$ cat config.mk
export PLATFORM = sky130hd
export DESIGN_NAME = min_max_contrast_stretch
export DESIGN_NICKNAME = d
export VERILOG_FILES = /design/src/mmcs_pkg.sv /design/src/mmcs_front.sv /design/src/mmcs_queue.sv /design/src/mmcs_scaler.sv /design/src/min_max_contrast_stretch.sv
export SDC_FILE = /design/constraint.sdc
export NUM_CORES = 1
export LEC_CHECK = 0
export ABC_AREA = 1
export BUFFER_PORTS_ARGS = -buffer_cell sky130_fd_sc_hd__buf_4
export CORE_UTILIZATION = 60
export CTS_CLUSTER_SIZE = 16
export DETAILED_ROUTE_END_ITERATION = 10
export GPL_ROUTABILITY_DRIVEN = 1
export PLACE_DENSITY_LB_ADDON = 0.08
export SLEW_MARGIN = 0
export SYNTH_ARGS = -nofsm -noshare
export SYNTH_HDL_FRONTEND = slang
export SYNTH_SLANG_ARGS = --single-unit
$ cat constraint.sdc
create_clock -name clk -period 8.9 [get_ports clk]
set_input_delay 0.89 -clock clk [delete_from_list [all_inputs] [get_ports clk]]
set_output_delay 0.89 -clock clk [all_outputs]
set_load 0.1 [all_outputs]
$ cat src/mmcs_pkg.sv
// Package for the min/max contrast stretch block.
// Holds sample widths, command codes and the item and job types. Depends on nothing.
`timescale 1ns / 1ps

package mmcs_pkg;

  localparam int SAMPLE_BITS = 24;
  localparam int OUT_BITS    = 16;
  localparam int NUM_BITS    = SAMPLE_BITS + OUT_BITS;

  localparam logic [OUT_BITS-1:0] OUT_FULL = 16'd65280;
  localparam logic [OUT_BITS-1:0] OUT_ZERO = 16'd0;

  localparam logic signed [SAMPLE_BITS-1:0] SAMPLE_TOP    = {1'b0, {(SAMPLE_BITS-1){1'b1}}};
  localparam logic signed [SAMPLE_BITS-1:0] SAMPLE_BOTTOM = {1'b1, {(SAMPLE_BITS-1){1'b0}}};

  localparam logic CMD_MEASURE = 1'b0;
  localparam logic CMD_SCALE   = 1'b1;

  typedef enum logic [1:0] {
    JOB_ZERO   = 2'd0,
    JOB_FULL   = 2'd1,
    JOB_DIVIDE = 2'd2
  } job_kind_t;

  typedef struct packed {
    logic                          command;
    logic signed [SAMPLE_BITS-1:0] pixel_sample;
    logic                          end_of_pass;
  } in_item_t;

  typedef struct packed {
    logic [OUT_BITS-1:0] scaled_pixel;
    logic                frame_done;
  } out_item_t;

  typedef struct packed {
    job_kind_t              kind;
    logic [SAMPLE_BITS-1:0] diff;
    logic [SAMPLE_BITS-1:0] span;
    logic                   last;
  } job_t;

endpackage

$ cat src/mmcs_front.sv
// Front end: accepts samples, tracks the running minimum and maximum,
// classifies scale samples into jobs. Depends on mmcs_pkg.
`timescale 1ns / 1ps

module mmcs_front (
  input  logic               clk,
  input  logic               rst_n,
  input  logic               in_valid,
  output logic               in_stall,
  input  mmcs_pkg::in_item_t in_item,
  output logic               job_push,
  output mmcs_pkg::job_t     job_data,
  input  logic               queue_full
);

  localparam int SB = mmcs_pkg::SAMPLE_BITS;

  logic signed [SB-1:0] min_r, min_nxt;
  logic signed [SB-1:0] max_r, max_nxt;
  logic                 restart_r, restart_nxt;

  logic                 accept;
  logic                 is_scale;
  logic signed [SB-1:0] sample_w;
  logic signed [SB:0]   span_w;
  logic signed [SB:0]   diff_w;
  logic                 span_pos;
  logic                 above_min;

  assign in_stall = queue_full;
  assign accept   = in_valid && !queue_full;
  assign is_scale = (in_item.command == mmcs_pkg::CMD_SCALE);
  assign sample_w = in_item.pixel_sample;

  assign span_w    = $signed({max_r[SB-1], max_r}) - $signed({min_r[SB-1], min_r});
  assign diff_w    = $signed({sample_w[SB-1], sample_w}) - $signed({min_r[SB-1], min_r});
  assign span_pos  = (max_r > min_r);
  assign above_min = (sample_w > min_r);

  // classify the scale sample against the current span
  always_comb begin
    job_data.diff = diff_w[SB-1:0];
    job_data.span = span_w[SB-1:0];
    job_data.last = in_item.end_of_pass;
    if (!span_pos || !above_min) begin
      job_data.kind = mmcs_pkg::JOB_ZERO;
    end else if (diff_w[SB-1:0] >= span_w[SB-1:0]) begin
      job_data.kind = mmcs_pkg::JOB_FULL;
    end else begin
      job_data.kind = mmcs_pkg::JOB_DIVIDE;
    end
  end

  assign job_push = accept && is_scale;

  always_comb begin
    min_nxt     = min_r;
    max_nxt     = max_r;
    restart_nxt = restart_r;
    if (accept && !is_scale) begin
      if (restart_r) begin
        min_nxt     = sample_w;
        max_nxt     = sample_w;
        restart_nxt = 1'b0;
      end else begin
        if (sample_w < min_r) min_nxt = sample_w;
        if (sample_w > max_r) max_nxt = sample_w;
      end
      if (in_item.end_of_pass) restart_nxt = 1'b1;
    end
  end

  always_ff @(posedge clk) begin
    if (!rst_n) begin
      min_r     <= mmcs_pkg::SAMPLE_TOP;
      max_r     <= mmcs_pkg::SAMPLE_BOTTOM;
      restart_r <= 1'b1;
    end else begin
      min_r     <= min_nxt;
      max_r     <= max_nxt;
      restart_r <= restart_nxt;
    end
  end

endmodule

$ cat src/mmcs_queue.sv
// Short job queue between front end and scaler, flop based.
// Depends on mmcs_pkg for the job type.
`timescale 1ns / 1ps

module mmcs_queue #(
  parameter int DEPTH = 4
) (
  input  logic           clk,
  input  logic           rst_n,
  input  logic           push,
  input  mmcs_pkg::job_t push_data,
  input  logic           pop,
  output mmcs_pkg::job_t pop_data,
  output logic           full,
  output logic           empty
);

  localparam int PW = (DEPTH > 1) ? $clog2(DEPTH) : 1;
  localparam int CW = $clog2(DEPTH + 1);

  mmcs_pkg::job_t entry_r [DEPTH];
  logic [PW-1:0]  wr_ptr_r, wr_ptr_nxt;
  logic [PW-1:0]  rd_ptr_r, rd_ptr_nxt;
  logic [CW-1:0]  count_r, count_nxt;

  assign full     = (count_r == CW'(DEPTH));
  assign empty    = (count_r == '0);
  assign pop_data = entry_r[rd_ptr_r];

  always_comb begin
    wr_ptr_nxt = wr_ptr_r;
    rd_ptr_nxt = rd_ptr_r;
    count_nxt  = count_r;
    if (push) wr_ptr_nxt = (wr_ptr_r == PW'(DEPTH - 1)) ? '0 : wr_ptr_r + 1'b1;
    if (pop)  rd_ptr_nxt = (rd_ptr_r == PW'(DEPTH - 1)) ? '0 : rd_ptr_r + 1'b1;
    if (push && !pop) count_nxt = count_r + 1'b1;
    else if (pop && !push) count_nxt = count_r - 1'b1;
  end

  always_ff @(posedge clk) begin
    if (!rst_n) begin
      wr_ptr_r <= '0;
      rd_ptr_r <= '0;
      count_r  <= '0;
    end else begin
      wr_ptr_r <= wr_ptr_nxt;
      rd_ptr_r <= rd_ptr_nxt;
      count_r  <= count_nxt;
    end
  end

  always_ff @(posedge clk) begin
    if (push) entry_r[wr_ptr_r] <= push_data;
  end

  a_no_overflow: assert property (@(posedge clk) disable iff (!rst_n) push |-> !full)
    else $error("queue push while full");
  a_no_underflow: assert property (@(posedge clk) disable iff (!rst_n) pop |-> !empty)
    else $error("queue pop while empty");

endmodule

$ cat src/mmcs_scaler.sv
// Back end: pops jobs, runs the restoring divider for (diff*65280)/span,
// and holds the result in the output register. Depends on mmcs_pkg.
`timescale 1ns / 1ps

module mmcs_scaler (
  input  logic                clk,
  input  logic                rst_n,
  input  logic                job_empty,
  input  mmcs_pkg::job_t      job_data,
  output logic                job_pop,
  output logic                out_valid,
  input  logic                out_stall,
  output mmcs_pkg::out_item_t out_item
);

  localparam int SB  = mmcs_pkg::SAMPLE_BITS;
  localparam int OB  = mmcs_pkg::OUT_BITS;
  localparam int NB  = mmcs_pkg::NUM_BITS;
  localparam int CNW = $clog2(OB);

  typedef enum logic [3:0] {
    ST_IDLE = 4'b0001,
    ST_LOAD = 4'b0010,
    ST_DIV  = 4'b0100,
    ST_DONE = 4'b1000
  } state_t;

  state_t              state_r, state_nxt;
  logic [SB-1:0]       diff_r, diff_nxt;
  logic [SB-1:0]       span_r, span_nxt;
  logic                last_r, last_nxt;
  logic [SB-1:0]       rem_r, rem_nxt;
  logic [OB-1:0]       num_lo_r, num_lo_nxt;
  logic [OB-1:0]       quot_r, quot_nxt;
  logic [CNW-1:0]      cnt_r, cnt_nxt;
  logic                out_valid_r, out_valid_nxt;
  mmcs_pkg::out_item_t out_data_r;

  logic [NB-1:0]       num_w;
  logic [SB:0]         trial_w;
  logic                ge_w;
  logic                load_out;

  // diff * 65280 = diff * 2^16 - diff * 2^8
  assign num_w   = {diff_r, {OB{1'b0}}} - {{(NB-SB-8){1'b0}}, diff_r, 8'd0};
  assign trial_w = {rem_r, num_lo_r[OB-1]};
  assign ge_w    = (trial_w >= {1'b0, span_r});

  assign job_pop  = (state_r == ST_IDLE) && !job_empty;
  assign load_out = (state_r == ST_DONE) && (!out_valid_r || !out_stall);

  always_comb begin
    state_nxt  = state_r;
    diff_nxt   = diff_r;
    span_nxt   = span_r;
    last_nxt   = last_r;
    rem_nxt    = rem_r;
    num_lo_nxt = num_lo_r;
    quot_nxt   = quot_r;
    cnt_nxt    = cnt_r;
    unique case (state_r)
      ST_IDLE: begin
        if (!job_empty) begin
          diff_nxt = job_data.diff;
          span_nxt = job_data.span;
          last_nxt = job_data.last;
          case (job_data.kind)
            mmcs_pkg::JOB_DIVIDE: state_nxt = ST_LOAD;
            mmcs_pkg::JOB_FULL: begin
              quot_nxt  = mmcs_pkg::OUT_FULL;
              state_nxt = ST_DONE;
            end
            default: begin
              quot_nxt  = mmcs_pkg::OUT_ZERO;
              state_nxt = ST_DONE;
            end
          endcase
        end
      end
      ST_LOAD: begin
        rem_nxt    = num_w[NB-1:OB];
        num_lo_nxt = num_w[OB-1:0];
        cnt_nxt    = '0;
        state_nxt  = ST_DIV;
      end
      ST_DIV: begin
        rem_nxt    = ge_w ? SB'(trial_w - {1'b0, span_r}) : trial_w[SB-1:0];
        num_lo_nxt = {num_lo_r[OB-2:0], 1'b0};
        quot_nxt   = {quot_r[OB-2:0], ge_w};
        cnt_nxt    = cnt_r + 1'b1;
        if (cnt_r == CNW'(OB - 1)) state_nxt = ST_DONE;
      end
      ST_DONE: begin
        if (load_out) state_nxt = ST_IDLE;
      end
      default: state_nxt = ST_IDLE;
    endcase
  end

  always_comb begin
    out_valid_nxt = out_valid_r;
    if (load_out) out_valid_nxt = 1'b1;
    else if (!out_stall) out_valid_nxt = 1'b0;
  end

  always_ff @(posedge clk) begin
    if (!rst_n) begin
      state_r     <= ST_IDLE;
      out_valid_r <= 1'b0;
      cnt_r       <= '0;
    end else begin
      state_r     <= state_nxt;
      out_valid_r <= out_valid_nxt;
      cnt_r       <= cnt_nxt;
    end
  end

  always_ff @(posedge clk) begin
    diff_r   <= diff_nxt;
    span_r   <= span_nxt;
    last_r   <= last_nxt;
    rem_r    <= rem_nxt;
    num_lo_r <= num_lo_nxt;
    quot_r   <= quot_nxt;
    if (load_out) begin
      out_data_r.scaled_pixel <= quot_r;
      out_data_r.frame_done   <= last_r;
    end
  end

  assign out_valid = out_valid_r;
  assign out_item  = out_data_r;

  a_pop_idle: assert property (@(posedge clk) disable iff (!rst_n)
      job_pop |-> (state_r == ST_IDLE))
    else $error("job popped while scaler busy");
  a_no_overwrite: assert property (@(posedge clk) disable iff (!rst_n)
      (out_valid_r && out_stall) |-> !load_out)
    else $error("pending result overwritten");
  a_range: assert property (@(posedge clk) disable iff (!rst_n)
      out_valid_r |-> (out_data_r.scaled_pixel <= mmcs_pkg::OUT_FULL))
    else $error("scaled pixel above full scale");

endmodule

$ cat src/min_max_contrast_stretch.sv
// Top level of the min/max contrast stretch block.
// Instantiates mmcs_front, mmcs_queue and mmcs_scaler; depends on mmcs_pkg.
//
//   channel  direction  handshake            payload
//   in_      input      in_valid / in_stall  mmcs_pkg::in_item_t
//   out_     output     out_valid / out_stall mmcs_pkg::out_item_t
//
// A measure sample updates the tracked minimum and maximum and gives no result.
// A scale sample goes from IDLE straight to DONE in the scaler when it saturates or is
// zero, else through LOAD and the 16-step restoring divider, one job at a time.
// Reset (rst_n low, synchronous) loads the extreme tracking values and empties the queue.
// in_stall rises when the job queue is full; the output register holds a result
// while out_stall is high, and the scaler keeps working until it has a new one.
`timescale 1ns / 1ps

module min_max_contrast_stretch #(
  parameter int QUEUE_DEPTH = 4
) (
  input  logic                clk,
  input  logic                rst_n,
  input  logic                in_valid,
  output logic                in_stall,
  input  mmcs_pkg::in_item_t  in_item,
  output logic                out_valid,
  input  logic                out_stall,
  output mmcs_pkg::out_item_t out_item
);

  // jobs from the front end to the scaler
  logic           job_push;
  mmcs_pkg::job_t job_push_data;
  logic           job_pop;
  mmcs_pkg::job_t job_pop_data;
  logic           queue_full;
  logic           queue_empty;

  // track min/max over measure transfers and classify scale transfers on the input side
  mmcs_front u_front (
    .clk        (clk),
    .rst_n      (rst_n),
    .in_valid   (in_valid),
    .in_stall   (in_stall),
    .in_item    (in_item),
    .job_push   (job_push),
    .job_data   (job_push_data),
    .queue_full (queue_full)
  );

  // decouple the front end from the iterative divider
  mmcs_queue #(
    .DEPTH (QUEUE_DEPTH)
  ) u_queue (
    .clk       (clk),
    .rst_n     (rst_n),
    .push      (job_push),
    .push_data (job_push_data),
    .pop       (job_pop),
    .pop_data  (job_pop_data),
    .full      (queue_full),
    .empty     (queue_empty)
  );

  // divide, saturate and hold the result for the output transfer
  mmcs_scaler u_scaler (
    .clk       (clk),
    .rst_n     (rst_n),
    .job_empty (queue_empty),
    .job_data  (job_pop_data),
    .job_pop   (job_pop),
    .out_valid (out_valid),
    .out_stall (out_stall),
    .out_item  (out_item)
  );

endmodule
==> results.txt, run 1 <==
After floorplanning, the core was sized to cover between 30000 and 40000 um2. The average via count per standard cell came out at 5.672. In the global route stage, overall resource usage came out at 28.78%. The path type of the worst min-delay path is reg2reg.

Entering global routing, the biggest net connects 103 pins. The kind of cell with the highest combined delay along the critical path is compound AO/OA/AOI/OAI gates. The worst hold path terminates at u_scaler.out_item[0]. The clock-pin slew on the worst setup and hold paths came out at around 0.060 ns. The worst setup margin came out at 4.865 ns. The global-route wire length before repair is ~80000 um. The instance area at placement is roughly 22000 um2. The share of the synthesized area in compound gates (AO/OA/AOI/OAI) is approximately an eighth. The leakage power came out at 10.06 nW. The count of flip-flops with a built-in enable after synthesis came out at approximately 320.

The detailed-route wire length is between 50000 and 60000 um. The mean area per synthesized cell is 9.043 um2. The final-layout worst hold slack is 0.4436 ns.

The sum of negative setup slack came out at 0 ns. In the synthesized netlist, the number of instances is around 2400. The shortest period the worst path allows came out at ~4 ns.

After synthesis, the cell types taking the most area are sky130_fd_sc_hd__edfxtp_1 44%, sky130_fd_sc_hd__ha_1 8.3%, sky130_fd_sc_hd__nand2_1 7.1%, sky130_fd_sc_hd__dfxtp_1 6.2%, sky130_fd_sc_hd__inv_1 5.4%. The register bit count reported by yosys is approximately 390. The period utilization is 45.33%. The post-synthesis adder-cell area fraction came out at 8.696%. Summed over its instances, the top area cell type makes up about 44% of the synthesized netlist area. The cell total after placement is 2828.

The final hold violation count came out at 0. The synthesized area is approximately 21000 um2. Along the worst path, the maximum fanout reaches 5. After clock tree synthesis, the setup repair step added 0 buffers.

The fraction of final layout cells sized beyond drive strength 1 is 8.708%. The number of global-route vias before repair came out at 15690. For this run, the leading register cell type out of synthesis is sky130_fd_sc_hd__edfxtp_1. Power spread over the standard cell area amounts to around 320 nW/um2. At the later pin of the worst-skew pair, clock insertion delay measures 0.55 ns. For the worst flop-to-flop path, the logic depth is 19. The initial core utilization is 61.62%. Buffers inserted to repair hold after CTS numbered 0. Once layout is complete, the utilization of the core stands at roughly two thirds. The total count of max-transition violations in the final report came out at 0. The maximum clock path buffer count came out at 3. The placed wire-length estimate after detailed placement came out at between 30000 and 40000 um. The warning count from the yosys run came out at 0. The post-synth net total came out at approximately 2600. The cell type with the highest occurrence count on the critical path is sky130_fd_sc_hd__nand2_1.

The number of DRC violations after detailed routing came out at 0. The sequential cell area fraction in the yosys report came out at between 50% and 60%. Setup repair after global routing left no endpoint under its margin. The delay of the slowest critical-path stage came out at approximately 0.38 ns. The number of buffers and inverters on the critical path is 4. The multiplexer share of the synthesized area is 0%. The endpoint arrival time on the critical path came out at approximately 4.4 ns. The register-to-register setup slack is roughly 5.0 ns. In this run the critical register-to-register path is launched from u_front.min_r[2].

The antenna diode instance count is 0. For this design, the slowest cell found on the critical path is sky130_fd_sc_hd__fa_1. The number of cells on the worst hold path is 0. After filler insertion, the fill cell instance count of the layout stands at ~2800. In this run the clock root is driven by a sky130_fd_sc_hd__clkbuf_16. The hold path startpoint is u_scaler.last_r. After the first detailed-routing iteration, the DRC count stood at 1340. The share of the synthesized netlist area taken by xor and xnor gates is between 2 and 3%. Setup violations remaining at the end of the flow were counted as 0. The flow ran to the end, and the final reports show no timing, DRC or antenna violations. The count of maximum capacitance violations is 0. Of all flip-flops after synthesis, the portion carrying an async set or reset was 0%. The remaining global-route overflow came out at 0. The biggest area contributor in the post-synthesis netlist is sky130_fd_sc_hd__edfxtp_1. Clock tree synthesis inserted a total of 41 buffers. The actual slew at the worst max-slew pin is 1.005 ns. The die covers 36590 um2. The global placement routability congestion came out at 0.9515. The worst reg2reg path endpoint is u_queue.entry_r[1][49]. The vertical die dimension is between 150 and 200 um.

TritonCTS built the clock tree. The level count of the clock H-tree came out at 2. The required time of the critical path is a little over 9 ns. The average wire per standard cell came out at approximately 18 um. Relative to the synthesized area, the layout overhead comes to 9.657%. The post-synthesis share of cell area spent on and, or, nand and nor gates is 18.60%.

The sink count of the clock tree is 385. After the last flow step, the layout net total stands at 2593. The critical path goes through buf_4 > inv_1 > ha_1 > inv_1 > fa_1 > nand2_1 > inv_2 > nand2_1 > nand2_1 > a21oi_1 > o21ai_0 > a21boi_0 > o21ai_0 > xor2_1 > ha_1 > nand2_1 > o21a_1 > o221ai_1 > a21oi_1 > nand3_1 > nor2_1. The number of top-level pins is between 40 and 50. After synthesis, the largest family of logic cells by area is simple AND/OR/NAND/NOR gates. By startpoint and endpoint, the worst setup path is classified as in2reg.

The worst-case headroom to the max-slew limit came out at between 30% and 40%. The floorplan has 68 rows. Based on the critical path, the design can be clocked at up to approximately 250 MHz. The worst-case vdd ir drop is around 0.00021 V. Across the routed clock network, the largest skew measured is between 0.015 and 0.02 ns. The count of antenna-violating nets left after detailed routing is 0. The total number of vias came out at around 16000.

Prior to clock tree synthesis, the placed netlist has a worst setup slack of 4.330 ns. The detailed-router iteration count before antenna repair is 7. The overall power consumption is roughly 7.7 mW. The worst setup path is launched from an input port. The die width is 191.3 um. The final cell count without fillers came out at 2901. The count of input and output buffers is 48. After clock tree synthesis, the repair step resized 0 gates. Summing all non-filler instances in the final layout gives an area of 23570 um2.

The number of antenna violations at the first check in global routing was 0. In this run, distinct cell masters in the synthesized netlist total 52. The worst setup path is captured at a register.
## registers in the layout, indices dropped and copies added, names as in the netlist, named ones only
| name | flops |
|---|---|
| u_queue.rd_ptr_r | 2 |
| u_scaler.rem_r | 24 |
| u_scaler.span_r | 24 |
| u_scaler.quot_r | 16 |
| u_scaler.cnt_r | 4 |
| u_front.min_r | 24 |
| u_scaler.num_lo_r | 8 |
| u_front.max_r | 24 |
| u_scaler.state_r | 4 |
| u_queue.count_r | 3 |
| u_queue.wr_ptr_r | 2 |
| u_queue.entry_r | 204 |
| u_scaler.out_valid | 1 |
| u_scaler.diff_r | 24 |
| u_scaler.out_item | 17 |
| u_front.restart_r | 1 |
| u_scaler.last_r | 1 |
## logic make-up after synthesis
family	after synthesis
xor gates and xnor gates	71
adders and majority gates	147
buffers and inverters	380
AOI/OAI and AO/OA	474
DFF	385
and+or+nand+nor	920
## worst reg2reg max path: stages, from the launching register on
cell and delay (ns):
sky130_fd_sc_hd__dfxtp_1 0.32, sky130_fd_sc_hd__inv_1 0.06, sky130_fd_sc_hd__ha_1 0.34, sky130_fd_sc_hd__a21oi_1 0.19, sky130_fd_sc_hd__nand2_1 0.10, sky130_fd_sc_hd__a21oi_1 0.48, sky130_fd_sc_hd__o21ai_2 0.20, sky130_fd_sc_hd__a21boi_1 0.24
sky130_fd_sc_hd__o21ai_0 0.22, sky130_fd_sc_hd__nand2_1 0.11, sky130_fd_sc_hd__nand2_1 0.08, sky130_fd_sc_hd__nand2_1 0.06, sky130_fd_sc_hd__nand2_1 0.07, sky130_fd_sc_hd__ha_1 0.30, sky130_fd_sc_hd__nand2_1 0.07, sky130_fd_sc_hd__nor3_1 0.37
sky130_fd_sc_hd__nand4_1 0.14, sky130_fd_sc_hd__nand3_1 0.14, sky130_fd_sc_hd__inv_1 0.05, sky130_fd_sc_hd__nor2_1 0.20
## area by class of cell
cell class | count | area [um2] | area share (%)
sequential | 385 | 10890 | 46.21
multi-input combinational | 1612 | 9151 | 38.82
inverter | 311 | 1167 | 4.952
clock buffer | 56 | 1155 | 4.899
tap | 455 | 569.3 | 2.415
timing repair buffer | 65 | 488.0 | 2.070
clock inverter | 17 | 148.9 | 0.6317
## how the worst max path moves through the flow
| stage | from | to | slack, ns | cells past startpoint |
|---|---|---|---|---|
| global placement | in_item[1] | u_queue.entry_r[0][49] | 4.47 | 22 |
| detailed placement | in_item[1] | u_queue.entry_r[0][49] | 4.33 | 21 |
| finish | in_item[1] | u_queue.entry_r[1][50] | 4.87 | 21 |
| global route | in_item[1] | u_queue.entry_r[1][49] | 4.42 | 21 |
| floorplan | u_scaler.state_r[2] | u_queue.count_r[1] | 4.64 | 11 |
| CTS | in_item[1] | u_queue.entry_r[2][49] | 4.90 | 21 |
## placed cells by master, fill, tap and decap left out, types with 6 or more instances in the layout
cell type	n
sky130_fd_sc_hd__a21oi_1	164
sky130_fd_sc_hd__nand3_1	114
sky130_fd_sc_hd__xnor2_1	28
sky130_fd_sc_hd__nand2_2	26
sky130_fd_sc_hd__a21o_1	9
sky130_fd_sc_hd__clkbuf_16	43
sky130_fd_sc_hd__o21ai_1	13
sky130_fd_sc_hd__buf_4	65
sky130_fd_sc_hd__nor2_2	8
sky130_fd_sc_hd__o21bai_1	11
sky130_fd_sc_hd__dfxtp_1	66
sky130_fd_sc_hd__nand2_1	406
sky130_fd_sc_hd__o211ai_1	12
sky130_fd_sc_hd__ha_1	143
sky130_fd_sc_hd__nor3_1	23
sky130_fd_sc_hd__xor2_1	43
sky130_fd_sc_hd__inv_1	306
sky130_fd_sc_hd__o22ai_1	53
sky130_fd_sc_hd__edfxtp_1	318
sky130_fd_sc_hd__nand3_2	23
sky130_fd_sc_hd__clkinv_2	7
sky130_fd_sc_hd__o21a_1	6
sky130_fd_sc_hd__clkbuf_1	10
sky130_fd_sc_hd__nor2_4	6
sky130_fd_sc_hd__or2_2	9
sky130_fd_sc_hd__nand4_1	22
sky130_fd_sc_hd__nor2_1	268
sky130_fd_sc_hd__a31oi_1	8
sky130_fd_sc_hd__o21ai_0	177
## power breakdown
part           internal, mW  switching (mW)  leakage [nW]
Sequential             2.52           0.182          3.48
Combinational          1.05            2.25          5.94
Clock                 0.969           0.683         0.641
## per-layer routing
metal	vias to the layer above	part of all wire [%]	global-route usage (%)
met5	-	0	0
met4	0	4.0	12.52
met3	109	4.7	3.727
met2	466	48	48.24
met1	7713	43	37.47
li1	8166	-	-
## synthesized netlist by cell type (2+ instances only)
cell,n
sky130_fd_sc_hd__o21a_1,6
sky130_fd_sc_hd__nor2_1,274
sky130_fd_sc_hd__o21bai_1,11
sky130_fd_sc_hd__nand4_1,22
sky130_fd_sc_hd__buf_1,8
sky130_fd_sc_hd__clkbuf_4,2
sky130_fd_sc_hd__nor4_1,4
sky130_fd_sc_hd__inv_1,307
sky130_fd_sc_hd__a31o_2,2
sky130_fd_sc_hd__a21boi_0,3
sky130_fd_sc_hd__buf_4,6
sky130_fd_sc_hd__nand3_2,23
sky130_fd_sc_hd__edfxtp_1,318
sky130_fd_sc_hd__or2_2,9
sky130_fd_sc_hd__nand2_1,406
sky130_fd_sc_hd__a211oi_1,3
sky130_fd_sc_hd__nand2_2,26
sky130_fd_sc_hd__or2_0,2
sky130_fd_sc_hd__nor2_2,8
sky130_fd_sc_hd__o22ai_1,53
sky130_fd_sc_hd__nor3_1,23
sky130_fd_sc_hd__inv_2,3
sky130_fd_sc_hd__nand3b_1,2
sky130_fd_sc_hd__fa_1,4
sky130_fd_sc_hd__xnor2_1,28
sky130_fd_sc_hd__and2_1,2
sky130_fd_sc_hd__nand2_4,3
sky130_fd_sc_hd__o21ai_0,177
sky130_fd_sc_hd__xor2_1,43
sky130_fd_sc_hd__buf_2,8
sky130_fd_sc_hd__ha_1,143
sky130_fd_sc_hd__buf_12,2
sky130_fd_sc_hd__dfxtp_1,67
sky130_fd_sc_hd__o21ai_1,13
sky130_fd_sc_hd__nand3_1,114
sky130_fd_sc_hd__o211ai_1,12
sky130_fd_sc_hd__a31oi_1,8
sky130_fd_sc_hd__o21ai_2,2
sky130_fd_sc_hd__a21oi_2,2
sky130_fd_sc_hd__a21oi_1,164
sky130_fd_sc_hd__o221ai_1,3
sky130_fd_sc_hd__clkbuf_1,43
sky130_fd_sc_hd__a21o_1,9
Note: power is estimated with default switching activity, not from simulation.
==> inputs of run 2 (changes only) <==
--- a/config.mk
+++ b/config.mk
@@ -5,9 +5,9 @@
 export SDC_FILE = /design/constraint.sdc
 export NUM_CORES = 1
 export LEC_CHECK = 0
-export ABC_AREA = 1
+export ABC_AREA = 0
 export BUFFER_PORTS_ARGS = -buffer_cell sky130_fd_sc_hd__buf_4
-export CORE_UTILIZATION = 60
+export CORE_UTILIZATION = 57
 export CTS_CLUSTER_SIZE = 16
 export DETAILED_ROUTE_END_ITERATION = 10
 export GPL_ROUTABILITY_DRIVEN = 1
==> constraint.sdc (replaced) <==
create_clock -name clk -period 3.3 [get_ports clk]
set_input_delay 0.33 -clock clk [delete_from_list [all_inputs] [get_ports clk]]
set_output_delay 0.33 -clock clk [all_outputs]
set_load 0.1 [all_outputs]
==> results.txt, run 2 <==
The largest net degree at the start of global routing came to 52 (was 103). The commonest non-fill, non-tap cell in the layout is sky130_fd_sc_hd__edfxtp_1 (was sky130_fd_sc_hd__nand2_1). The full die area came out at 37060 um2 (was 36590 um2). The cell type with the highest occurrence count on the critical path was sky130_fd_sc_hd__buf_4 (was sky130_fd_sc_hd__nand2_1). The number of placement rows came to 69 (was 68). The flip-flop count of the largest register after layout is 204 (unchanged). The initial core utilization was 58.02% (was 61.62%).

The share of the synthesized area in compound gates (AO/OA/AOI/OAI) came to 13.05% (was 12.18%). The count of maximum capacitance violations is 0 (unchanged). The path type of the worst min-delay path is in2reg (was reg2reg). The startpoint kind of the worst setup timing path is a register (was input port). In the finished design, the share of the clock period the worst path needs comes to 122.1%.

The leakage power came to 10.02 nW (was 10.06 nW). The detailed-route wire length is 45740 um (was 51190 um). The maximum clock path buffer count is 3 (unchanged). The upper clock frequency limit came out at about 250 MHz. The post-synthesis share of cell area spent on and, or, nand and nor gates came out at 9.387% (was 18.60%).

Status: finished with violations (was completed). The global placement routability congestion came to 0.8923 (was 0.9515). The worst setup margin is -0.7277 ns (was 4.865 ns). The multiplexer share of the synthesized area was 8.299% (was 0%). The final hold violation count was 0 (unchanged).

The largest register by flop count is u_queue.entry_r (unchanged). CP Cell Sequence: inv_1 > ha_1 > a21o_1 > a211oi_2 > nor2_1 > o41ai_4 > buf_4 > a21oi_1 > buf_4 > xnor2_1 > ha_1 > o21ai_0 > o21ai_1 > a21oi_2 > nor3b_2 > nor3_2 > o21ai_2 > buf_4 > nor4_4 (was buf_4 > inv_1 > ha_1 > inv_1 > fa_1 > nand2_1 > inv_2 > nand2_1 > nand2_1 > a21oi_1 > o21ai_0 > a21boi_0 > o21ai_0 > xor2_1 > ha_1 > nand2_1 > o21a_1 > o221ai_1 > a21oi_1 > nand3_1 > nor2_1). The overall global routing resource usage is 25.51% (was 28.78%).

The critical-path maximum fanout came to 4 (was 5). The number of distinct library cell variants in the gate-level netlist after synthesis is 92 (was 52). The count of antenna-violating nets left after detailed routing is 0 (unchanged). The total count of max-transition violations in the final report came out at 0 (unchanged).

The detailed-router iteration count before antenna repair was 5 (was 7). The cell with the largest stage delay on the worst path is sky130_fd_sc_hd__ha_1 (was sky130_fd_sc_hd__fa_1). The clock tree root driver cell is sky130_fd_sc_hd__clkbuf_16 (unchanged). The share of the synthesized netlist area taken by xor and xnor gates came out at 3.684% (was 2.893%). The worst-case headroom to the max-slew limit is 14.89% (was 33.02%). Setup repair after global routing missed its margin: true (was false).

The worst-skew pair later-pin latency was 0.54 ns (was 0.55 ns). The required time of the critical path is 3.63 ns (was 9.26 ns). The placed wire-length estimate after detailed placement is 32980 um (was 37110 um). Leading cell types in the layout, fill and taps excluded: 318 x sky130_fd_sc_hd__edfxtp_1, 269 x sky130_fd_sc_hd__buf_4, 141 x sky130_fd_sc_hd__ha_1 (was 406 x sky130_fd_sc_hd__nand2_1, 318 x sky130_fd_sc_hd__edfxtp_1, 306 x sky130_fd_sc_hd__inv_1).

Biggest area contributors in the synthesized netlist: sky130_fd_sc_hd__edfxtp_1 46%, sky130_fd_sc_hd__ha_1 8.6%, sky130_fd_sc_hd__dfxtp_1 6.5%, sky130_fd_sc_hd__mux4_2 5.6%, sky130_fd_sc_hd__inv_1 2.6% (was sky130_fd_sc_hd__edfxtp_1 44%, sky130_fd_sc_hd__ha_1 8.3%, sky130_fd_sc_hd__nand2_1 7.1%, sky130_fd_sc_hd__dfxtp_1 6.2%, sky130_fd_sc_hd__inv_1 5.4%). The worst-case vdd ir drop came out at 0.0003877 V (was 0.0002100 V). The actual slew at the worst max-slew pin came to 1.274 ns (was 1.005 ns).

The register bit count reported by yosys came out at 385 (unchanged). The core area came out at 35660 um2 (was 34880 um2). The mean area per synthesized cell is 12.18 um2 (was 9.043 um2).

The instance area at placement came to 23180 um2 (was 22270 um2). The post-synth net total is 1875 (was 2554). The final count of negative-setup-slack endpoints is 8 (was 0). The power density of the placed cells is 820.9 nW/um2 (was 324.7 nW/um2). The area fraction of the dominant cell type after synthesis was 46.16% (was 44.42%).

The synthesized area is 20690 um2 (was 21500 um2). The fraction of final layout cells sized beyond drive strength 1 came out at 24.64% (was 8.708%). The layout overhead on the synthesized area is 19.46% (was 9.657%). The final-layout worst hold slack came out at 0.04527 ns (was 0.4436 ns).

The clock tree from TritonCTS is yes (unchanged). The number of DRC violations after detailed routing is 0 (unchanged). The dominant cell type by area after synthesis was sky130_fd_sc_hd__edfxtp_1 (unchanged). The die width came out at 192.5 um (was 191.3 um). The average wire per standard cell came out at 18.63 um (was 17.65 um).

The number of global-route vias before repair is 14050 (was 15690). The global-route wire length before repair is 72910 um (was 81510 um). The post-synthesis adder-cell area fraction came out at 9.036% (was 8.696%). The clock-pin slew on the worst setup and hold paths came out at 0.06 ns (about the same). The remaining global-route overflow is 0 (unchanged). The checks that failed: negative setup slack. The average via count per standard cell came out at 5.697 (was 5.672).

The number of nets in the layout is 2139 (was 2593). List of most frequent post-synthesis cells: 318 x sky130_fd_sc_hd__edfxtp_1, 146 x sky130_fd_sc_hd__inv_1, 143 x sky130_fd_sc_hd__ha_1 (was 406 x sky130_fd_sc_hd__nand2_1, 318 x sky130_fd_sc_hd__edfxtp_1, 307 x sky130_fd_sc_hd__inv_1). The most used flip-flop cell after synthesis is sky130_fd_sc_hd__edfxtp_1 (unchanged). The final design instance area without fill was 24710 um2 (was 23570 um2). The number of top-level pins came out at 49 (unchanged). The leading cell type by number of instances after synthesis is sky130_fd_sc_hd__edfxtp_1 (was sky130_fd_sc_hd__nand2_1).

The sequential cell area fraction in the yosys report came out at 52.65% (was 50.66%). The level count of the clock H-tree is 2 (unchanged). The vertical die dimension came to 192.5 um (was 191.3 um). The endpoint arrival time on the critical path is 4.36 ns (was 4.40 ns).

The largest family of logic cells by synthesized area is compound AO/OA/AOI/OAI gates (was simple AND/OR/NAND/NOR gates). The number of antenna violations at the first check in global routing came out at 1 (was 0). The TritonCTS buffer count is 39 (was 41).

The count of flip-flops with a built-in enable after synthesis came out at 318 (unchanged). The shortest period the worst path allows came out at 4.028 ns. The nature of the critical path endpoint is a register (unchanged).

The cell count after synthesis is 1698 (was 2377). The sink count of the clock tree was 385 (unchanged). The count of input and output buffers was 48 (unchanged). The total number of vias is 13990 (was 16450). The warning count from the yosys run came out at 0 (unchanged). The classification of the worst setup path is reg2reg (was in2reg).

The setup skew after layout came to 0.02181 ns (was 0.01577 ns). The sum of negative setup slack came out at -5.693 ns (was 0 ns). The delay of the slowest critical-path stage was 0.32 ns (was 0.38 ns). The DRC violation total after the first TritonRoute iteration is 900 (was 1340). The fraction of registers with async set/reset came to 0% (unchanged).
## run 2: stage by stage
step / power [mW] / instances / util, % / worst slack, ns
2_1_floorplan: 13.24 / 1698 / - / -0.3408
3_3_place_gp: 15.51 / 2371 / 65.01 / -0.6539
3_5_place_dp: 15.70 / 2371 / 65.01 / -0.7806
4_1_cts: 20.28 / 2452 / 69.01 / -0.5914
5_1_grt: 21.51 / 2454 / 69.30 / -0.9772
6_report: 20.29 / 2455 / 69.31 / -0.7277
## run 2: worst max-delay path: cells and delay by family (launching register included)
family	cells	cell delay [ns]
AO/OA/AOI/OAI	8	1.42
adder cells (fa/ha/maj)	2	0.62
AND/OR/NAND/NOR	4	0.62
buffers and inverters	4	0.56
flip-flops	1	0.30
XOR/XNOR	1	0.28
## run 2: per-layer routing
layer | vias to the layer above | wire, um | track usage (%)
met3 | 81 | 1993 | 3.473
met4 | 0 | 1149 | 7.420
met1 | 6706 | 19990 | 33.39
met2 | 305 | 22610 | 44.19
met5 | - | 0 | 0
li1 | 6894 | - | -
## run 2: worst paths after layout
| kind | startpoint | end | slack [ns] | cells past startpoint |
|---|---|---|---|---|
| max | u_front.min_r[4] | u_queue.entry_r[3][50] | -0.73 | 19 |
| min | in_item[24] | u_front.max_r[23] | 0.05 | 2 |
| max reg2reg | u_front.min_r[4] | u_queue.entry_r[3][50] | -0.73 | 19 |
| min reg2reg | u_scaler.last_r | u_scaler.out_item[0] | 0.42 | 0 |
## run 2: layout make-up
| cell class | count | area, um2 |
|---|---|---|
| Timing Repair Buffer | 276 | 2150 |
| Antenna cell | 1 | 2.502 |
| Clock buffer | 44 | 1016 |
| Inverter | 148 | 563.0 |
| Clock inverter | 28 | 284.0 |
| Tap cell | 461 | 576.8 |
| Multi-Input combinational cell | 1112 | 9219 |
| Fill cell | 2524 | 10940 |
| Sequential cell | 385 | 10900 |
## run 2: power breakdown
part	total, mW	switching (mW)	internal, mW
Clock	4.46	1.84	2.62
Sequential	7.24	0.550	6.69
Combinational	8.58	4.78	3.81
## run 2: cell families after synthesis
kind of cell,count (synthesis)
XOR/XNOR,87
AO/OA/AOI/OAI,377
buffers and inverters,201
adder cells (fa/ha/maj),147
multiplexers,107
flip-flops,385
AND/OR/NAND/NOR,394
## run 2: timing repair
item | in CTS | in global routing
endpoints found under the hold margin | 1 | 0
resized for setup | 9 | 21
buffers inserted | 8 | 5
setup endpoints to repair | 8 | 16
hold buffers | 1 | 0
pin swaps | 7 | 25
